==> config.mk <==
export PLATFORM = sky130hd
export DESIGN_NAME = m2q_sqrt
export DESIGN_NICKNAME = d
export VERILOG_FILES = /design/src/design/m2q_pkg.sv /design/src/design/m2q_sqrt.sv
export SDC_FILE = /design/constraint.sdc
export NUM_CORES = 2
export LEC_CHECK = 0
export BUFFER_PORTS_ARGS = -buffer_cell sky130_fd_sc_hd__buf_2
export CAP_MARGIN = 20
export CORE_MARGIN = 2
export CORE_UTILIZATION = 42
export CTS_BUF_LIST = sky130_fd_sc_hd__clkbuf_2
export DETAILED_ROUTE_END_ITERATION = 7
export GPL_ROUTABILITY_DRIVEN = 0
export PLACE_DENSITY = 0.69
export REMOVE_ABC_BUFFERS = 1
export SYNTH_ARGS = -nofsm -noshare
export SYNTH_HDL_FRONTEND = slang
export SYNTH_SLANG_ARGS = --single-unit
export TNS_END_PERCENT = 50
==> constraint.sdc <==
create_clock -name clock -period 5.15 [get_ports clock]
set_input_delay 1.03 -clock clock [delete_from_list [all_inputs] [get_ports clock]]
set_output_delay 1.03 -clock clock [all_outputs]
set_load 0.02 [all_outputs]
==> src/design/m2q_pkg.sv <==
// shared types, constants and formats for the matrix to quaternion converter
package m2q_pkg;

   // fixed point formats
   localparam int Q_BITS        = 30;
   localparam int OUT_FRAC_BITS = 30;
   localparam int OUT_SHIFT     = Q_BITS - OUT_FRAC_BITS;
   localparam int ROUND_HALF    = (1 << OUT_SHIFT) >> 1;

   // pipeline depths of the shared units
   localparam int SQRT_STAGES = 32;
   localparam int DIV_STAGES  = 31;

   // one in Q.30, wide enough for the trace sums
   localparam logic signed [33:0] ONE_Q = 34'sd1 << Q_BITS;

   // diagonal pick
   localparam logic [1:0] IDX_0 = 2'd0;
   localparam logic [1:0] IDX_1 = 2'd1;
   localparam logic [1:0] IDX_2 = 2'd2;

   // component that comes from half the root, order w x y z
   localparam logic [3:0] HALF_W = 4'b0001;
   localparam logic [3:0] HALF_X = 4'b0010;
   localparam logic [3:0] HALF_Y = 4'b0100;
   localparam logic [3:0] HALF_Z = 4'b1000;

   typedef struct packed {
      logic signed [31:0] r0c0;
      logic signed [31:0] r0c1;
      logic signed [31:0] r0c2;
      logic signed [31:0] r1c0;
      logic signed [31:0] r1c1;
      logic signed [31:0] r1c2;
      logic signed [31:0] r2c0;
      logic signed [31:0] r2c1;
      logic signed [31:0] r2c2;
   } req_type;

   typedef struct packed {
      logic signed [31:0] quat_w;
      logic signed [31:0] quat_x;
      logic signed [31:0] quat_y;
      logic signed [31:0] quat_z;
      logic               degenerate;
   } rsp_type;

   // merge stage result, carried through the second root
   typedef struct packed {
      logic             degen;
      logic [3:0]       half_sel;
      logic [3:0]       num_neg;
      logic [3:0][31:0] num_mag;
      logic [63:0]      arg;
   } sel_type;

   // sideband carried through the final divide
   typedef struct packed {
      logic        degen;
      logic [3:0]  half_sel;
      logic [30:0] half_val;
   } fin_type;

endpackage

==> src/design/m2q_sqrt.sv <==
// pipelined integer square root, one result bit per stage
module m2q_sqrt import m2q_pkg::*; (
   input  logic        clock,
   input  logic        enable,
   input  logic [63:0] radicand,
   output logic [31:0] root
);

   logic [63:0] rad_ff  [SQRT_STAGES];
   logic [63:0] rad_in  [SQRT_STAGES];
   logic [33:0] rem_ff  [SQRT_STAGES];
   logic [33:0] rem_in  [SQRT_STAGES];
   logic [31:0] root_ff [SQRT_STAGES];
   logic [31:0] root_in [SQRT_STAGES];
   logic [63:0] src_rad [SQRT_STAGES];
   logic [33:0] src_rem [SQRT_STAGES];
   logic [31:0] src_root[SQRT_STAGES];
   logic [35:0] cur     [SQRT_STAGES];
   logic [35:0] trial   [SQRT_STAGES];

   // stage inputs
   always_comb begin
      src_rad[0]  = radicand;
      src_rem[0]  = '0;
      src_root[0] = '0;
      for (int s = 1; s < SQRT_STAGES; s++) begin
         src_rad[s]  = rad_ff[s-1];
         src_rem[s]  = rem_ff[s-1];
         src_root[s] = root_ff[s-1];
      end
   end

   // one restoring step per stage on the next two radicand bits
   always_comb begin
      for (int s = 0; s < SQRT_STAGES; s++) begin
         cur[s]   = {src_rem[s], src_rad[s][63:62]};
         trial[s] = {2'b00, src_root[s], 2'b01};
         rad_in[s] = {src_rad[s][61:0], 2'b00};
         if (cur[s] >= trial[s]) begin
            rem_in[s]  = 34'(cur[s] - trial[s]);
            root_in[s] = {src_root[s][30:0], 1'b1};
         end else begin
            rem_in[s]  = cur[s][33:0];
            root_in[s] = {src_root[s][30:0], 1'b0};
         end
      end
   end

   always_ff @(posedge clock) begin
      if (enable) begin
         rad_ff  <= rad_in;
         rem_ff  <= rem_in;
         root_ff <= root_in;
      end
   end

   assign root = root_ff[SQRT_STAGES-1];

endmodule

## Word-level counts from Yosys, hierarchy flattened

Cells that the tools add are included.

| storage, ports and cells | value |
|---|---|
| input bits | 66 |
| word-level logic and storage cells | 221 |
| output and inout port bits | 32 |
| flip-flop bits (word level) | 2,543 |

| operators by class | value |
|---|---|
| $add $sub $neg | 31 |
| muxes and demuxes | 63 |
| order comparisons | 32 |

Operators by type and width:

| kind | number |
|---|---|
| 34-bit two-way mux | 30 |
| 36-bit by 10-bit >= comparator with 1-bit output | 1 |
| 36-bit by 11-bit >= comparator with 1-bit output | 1 |
| 36-bit by 12-bit >= comparator with 1-bit output | 1 |
| 36-bit by 13-bit >= comparator with 1-bit output | 1 |
| 36-bit by 14-bit >= comparator with 1-bit output | 1 |
| 36-bit by 15-bit >= comparator with 1-bit output | 1 |
| 36-bit by 16-bit >= comparator with 1-bit output | 1 |
| 36-bit by 17-bit >= comparator with 1-bit output | 1 |
| 36-bit by 18-bit >= comparator with 1-bit output | 1 |
| 36-bit by 19-bit >= comparator with 1-bit output | 1 |
| 36-bit by 20-bit >= comparator with 1-bit output | 1 |
| 36-bit by 21-bit >= comparator with 1-bit output | 1 |
| 36-bit by 22-bit >= comparator with 1-bit output | 1 |
| 36-bit by 23-bit >= comparator with 1-bit output | 1 |
| 36-bit by 24-bit >= comparator with 1-bit output | 1 |
| 36-bit by 25-bit >= comparator with 1-bit output | 1 |
| 36-bit by 26-bit >= comparator with 1-bit output | 1 |
| 36-bit by 27-bit >= comparator with 1-bit output | 1 |
| 36-bit by 28-bit >= comparator with 1-bit output | 1 |
| 36-bit by 29-bit >= comparator with 1-bit output | 1 |
| 36-bit by 3-bit >= comparator with 1-bit output | 1 |
| 36-bit by 30-bit >= comparator with 1-bit output | 1 |
| 36-bit by 31-bit >= comparator with 1-bit output | 1 |
| other kinds (42) | 73 |

## Depth between registers and ports, before layout

| depth | value |
|---|---|
| word-level depth | 2 |
| gate-level depth with buffers | 15 |

## Worst setup path before layout

OpenSTA, ideal clock, no wires.

| timing path | value |
|---|---|
| path kind | register to register |
| start point | reg rem_ff (netlist bit cur[977]) |
| end point | reg rem_ff (netlist bit cur[970]) (data pin) |
| cell stages (with the launch flop) | 10 |
| path slack | 1.652 ns |
| arrival time | 3.240 ns |
| required time | 4.892 ns |
| path through | edfxtp_1 -> ha_1 -> nand2_1 -> or4b_1 -> o211ai_2 -> or4b_4 -> or3_4 -> or3_4 -> or4_4 -> xnor2_2 |

RTL lines:

| item | line | text |
|---|---|---|
| from (decl) | m2q_sqrt.sv:11 | `logic [33:0] rem_ff [SQRT_STAGES];` |
| from (signal assigned) | m2q_sqrt.sv:52 | `rem_ff <= rem_in;` |

==> impl_metrics.csv <==
group,metric,value,unit
outcome,status,"complete, no violations",
placement,place_area,0.1228,mm²
hold_path,worstHoldPathType,"reg2reg",
power_and_ir_drop,ir_worst_vdd,0.2726,mV
timing,finalHoldViolCount,0,
finish,mostFrequentLayoutCells,"2509 x edfxtp_1, 873 x clkbuf_2, 727 x inv_1",
grt,antenna_found_initial,5,
timing,setup_violations,0,
grt,grt.overflow.total,0,
synth,synth-seq-cells,2509,
clock_network,clock-sinks,2509,
synth,synth_largest_area_cell,"edfxtp_1",
timing,slew_viol_final,0,
clock_network,cts-root-buf,"clkbuf_2",
power_and_ir_drop,p_leak,50.78,nW
timing,tightestPinTransition,1155,ps
clock_network,ctsHtreeMaxLevel,6,
route,firstDrtPassIters,7,
hold_path,holdPathStages,0,
finish,final_layout_size_suffix_gt1_share,12.85,%
setup_path,worst-path-stages,9,
grt,grt_max_degree,120,
power_and_ir_drop,p_per_area,409.1,mW/mm²
grt,grt_pass1_wl,382900,µm
timing,skew,277.7,ps
route,drt-met1-wl,98980,µm
setup_path,crit_path_end_kind,"register",
placement,numPortBuffers,97,
finish,final_cell_area,0.1302,mm²
route,met3WireLength,13160,µm
grt,grt_pass1_vias,74690,
route,wl_per_cell,17.14,µm
timing,setup_ws,876.5,ps
die,core_area,0.2789,mm²
die,initial_utilization,42.13,%
die,die_width,532.9,µm
timing,rsz0062_at_grt,"false",
synth,yosysTopAreaCellShare,64.12,%
placement,dp_slack,1115,ps
finish,fill_cells,24560,
setup_path,r2r_cells,9,
clock_network,cts_tree,"done",
placement,hpwlAfterDp,167600,µm
finish,layout_commonest_cell,"edfxtp_1",
clock_network,insertion_delay,2030,ps
timing,period_share,82.98,%
setup_path,critPathRequiredTime,6640,ps
setup_path,crit_buf_inv,0,
finish,multi_input_area,0.03858,mm²
route,drt_iter0_markers,5438,
grt,track_usage,16.42,%
die,core.rowCount,194,
route,topRoutingLayerUsed,"met5",
finish,regArea,0.07534,mm²
synth,ys_warn_count,0,
finish,syn2layout_area_growth,10.84,%
synth,async_flop_share,0,%
synth,synth.avg_cell_area,12.83,µm²
route,drc,0,
synth,synth-seq-area-share,64.12,%
setup_path,crit_chain,"nor4_1, nand2b_1, or3_1, or3_1, or4_1, a211o_1, o211ai_1, nor4_1, xor2_1",
synth,synth.distinct_cells,85,
route,postRouteAntennaNets,0,
die,io_pins,98,
setup_path,crit_family,"simple AND/OR/NAND/NOR gates",
route,routed_via_density,5.284,
finish,utilization,46.69,%
setup_path,arrival,5770,ps
finish,nets,10550,
setup_path,critPathMaxStageDelay,610,ps
route,met2_length,118700,µm
synth,syn-cell-area,0.1175,mm²
timing,fmax,0.2340,GHz
clock_network,cts-buffers-inserted,643,
route,vias,74530,
clock_network,cts.path.max_buffers,4,
setup_path,worstPathMaxFanout,30,
synth,synthCells,9160,
timing,finalCriticalPeriod,4273,ps
setup_path,cp_slowest_cell,"a211o_1",
setup_path,worst_setup_path_start_kind,"register",
route,drt_wl_total,241800,µm
die,fp.dieH,532.9,µm
timing,hold-worst-slack,261.6,ps
timing,slew_headroom,22.37,%
synth,synth_ff_type,"edfxtp_1",
synth,synth_edf_count,2509,
run,drv_cap,0,
setup_path,worstSetupPathType,"reg2reg",
clock_network,path_clk_slew,100,ps
synth,yosys-top-cells-area,"edfxtp_1 64%, ha_1 6.0%, xnor2_1 3.2%",
die,dieArea,0.2840,mm²
[what timing repair did]
action,CTS,global route
endpoints found under the hold margin,2208,0
hold buffers,150,0
resized for setup,0,0
setup buffers,0,0
[layer usage]
metal / global-route usage [%] / vias up
met5: 0 / -
li1: - / 35700
met4: 8.267 / 4
met2: 28.27 / 2522
met3: 3.064 / 730
met1: 19.64 / 35570
[worst reg2reg max path, delay by kind of cell (launching register included)]
family	cells	cell delay, ps
simple gates	6	2060
compound gates	2	1160
flops	1	440
xor+xnor	1	170
[final cells by class]
type | count | share of cell area, %
Timing Repair Buffer | 336 | 2.300
Clock buffer | 873 | 3.355
Tap cell | 3724 | 3.578
Clock inverter | 224 | 1.164
Multi-Input combinational cell | 5698 | 29.62
Inverter | 731 | 2.107
Sequential cell | 2509 | 57.85
Antenna cell | 9 | 0.01729
[final timing paths]
| kind | startpoint | to | slack [ps] |
|---|---|---|---|
| setup / recovery | cur[702]$_DFFE_PP_ | cur[675]$_DFFE_PP_ | 880 |
| hold reg to reg | rad_ff[829]$_DFFE_PP_ | cur[361]$_DFFE_PP_ | 260 |
| hold / removal | rad_ff[829]$_DFFE_PP_ | cur[361]$_DFFE_PP_ | 260 |
| setup reg to reg | cur[702]$_DFFE_PP_ | cur[675]$_DFFE_PP_ | 880 |
[per-stage QoR]
stage / instances / total power, mW / setup TNS, ps
after detailed placement: 12850 / 39.73 / 0
after floorplan: 8938 / 35.95 / -81720
after global placement: 12850 / 39.27 / 0
final: 14100 / 53.28 / 0
after global routing: 14100 / 56.52 / 0
after CTS: 14100 / 53.86 / 0
[where the power goes]
group | total, mW | switching (mW) | internal [mW]
Combinational | 12.1 | 7.07 | 5.06
Sequential | 27.5 | 1.71 | 25.8
Clock | 13.7 | 8.18 | 5.48
[logic make-up (layout without fill, tap and decap cells)]
family	after synthesis	count (layout)	share of synthesized area, %
multiplexers	95	95	0.8934
buffers and inverters	953	2164	3.154
other	1	10	0.003192
adder cells (fa/ha/maj)	565	565	6.017
AO/OA/AOI/OAI	1814	1814	9.502
flip-flops	2509	2509	64.12
XOR/XNOR	835	835	6.237
AND/OR/NAND/NOR	2388	2388	10.07
[registers in the layout, indices dropped and copies added, names as in the netlist]
| name | count |
|---|---|
| root | 32 |
| root_ff | 496 |
| rad_ff | 930 |
| cur | 1051 |
[Yosys cell counts (96+ instances only)]
master,instances
ha_1,565
nor4_1,122
nand4_1,101
inv_1,727
nor2_1,596
nand3_1,178
o21ai_0,434
edfxtp_1,2509
clkbuf_1,168
a21oi_1,616
xnor2_1,430
xor2_1,403
or3_1,96
o21a_1,115
nor3_1,253
nand2b_1,100
a21o_1,237
nand2_1,566
(Power assumes the default switching activity.)
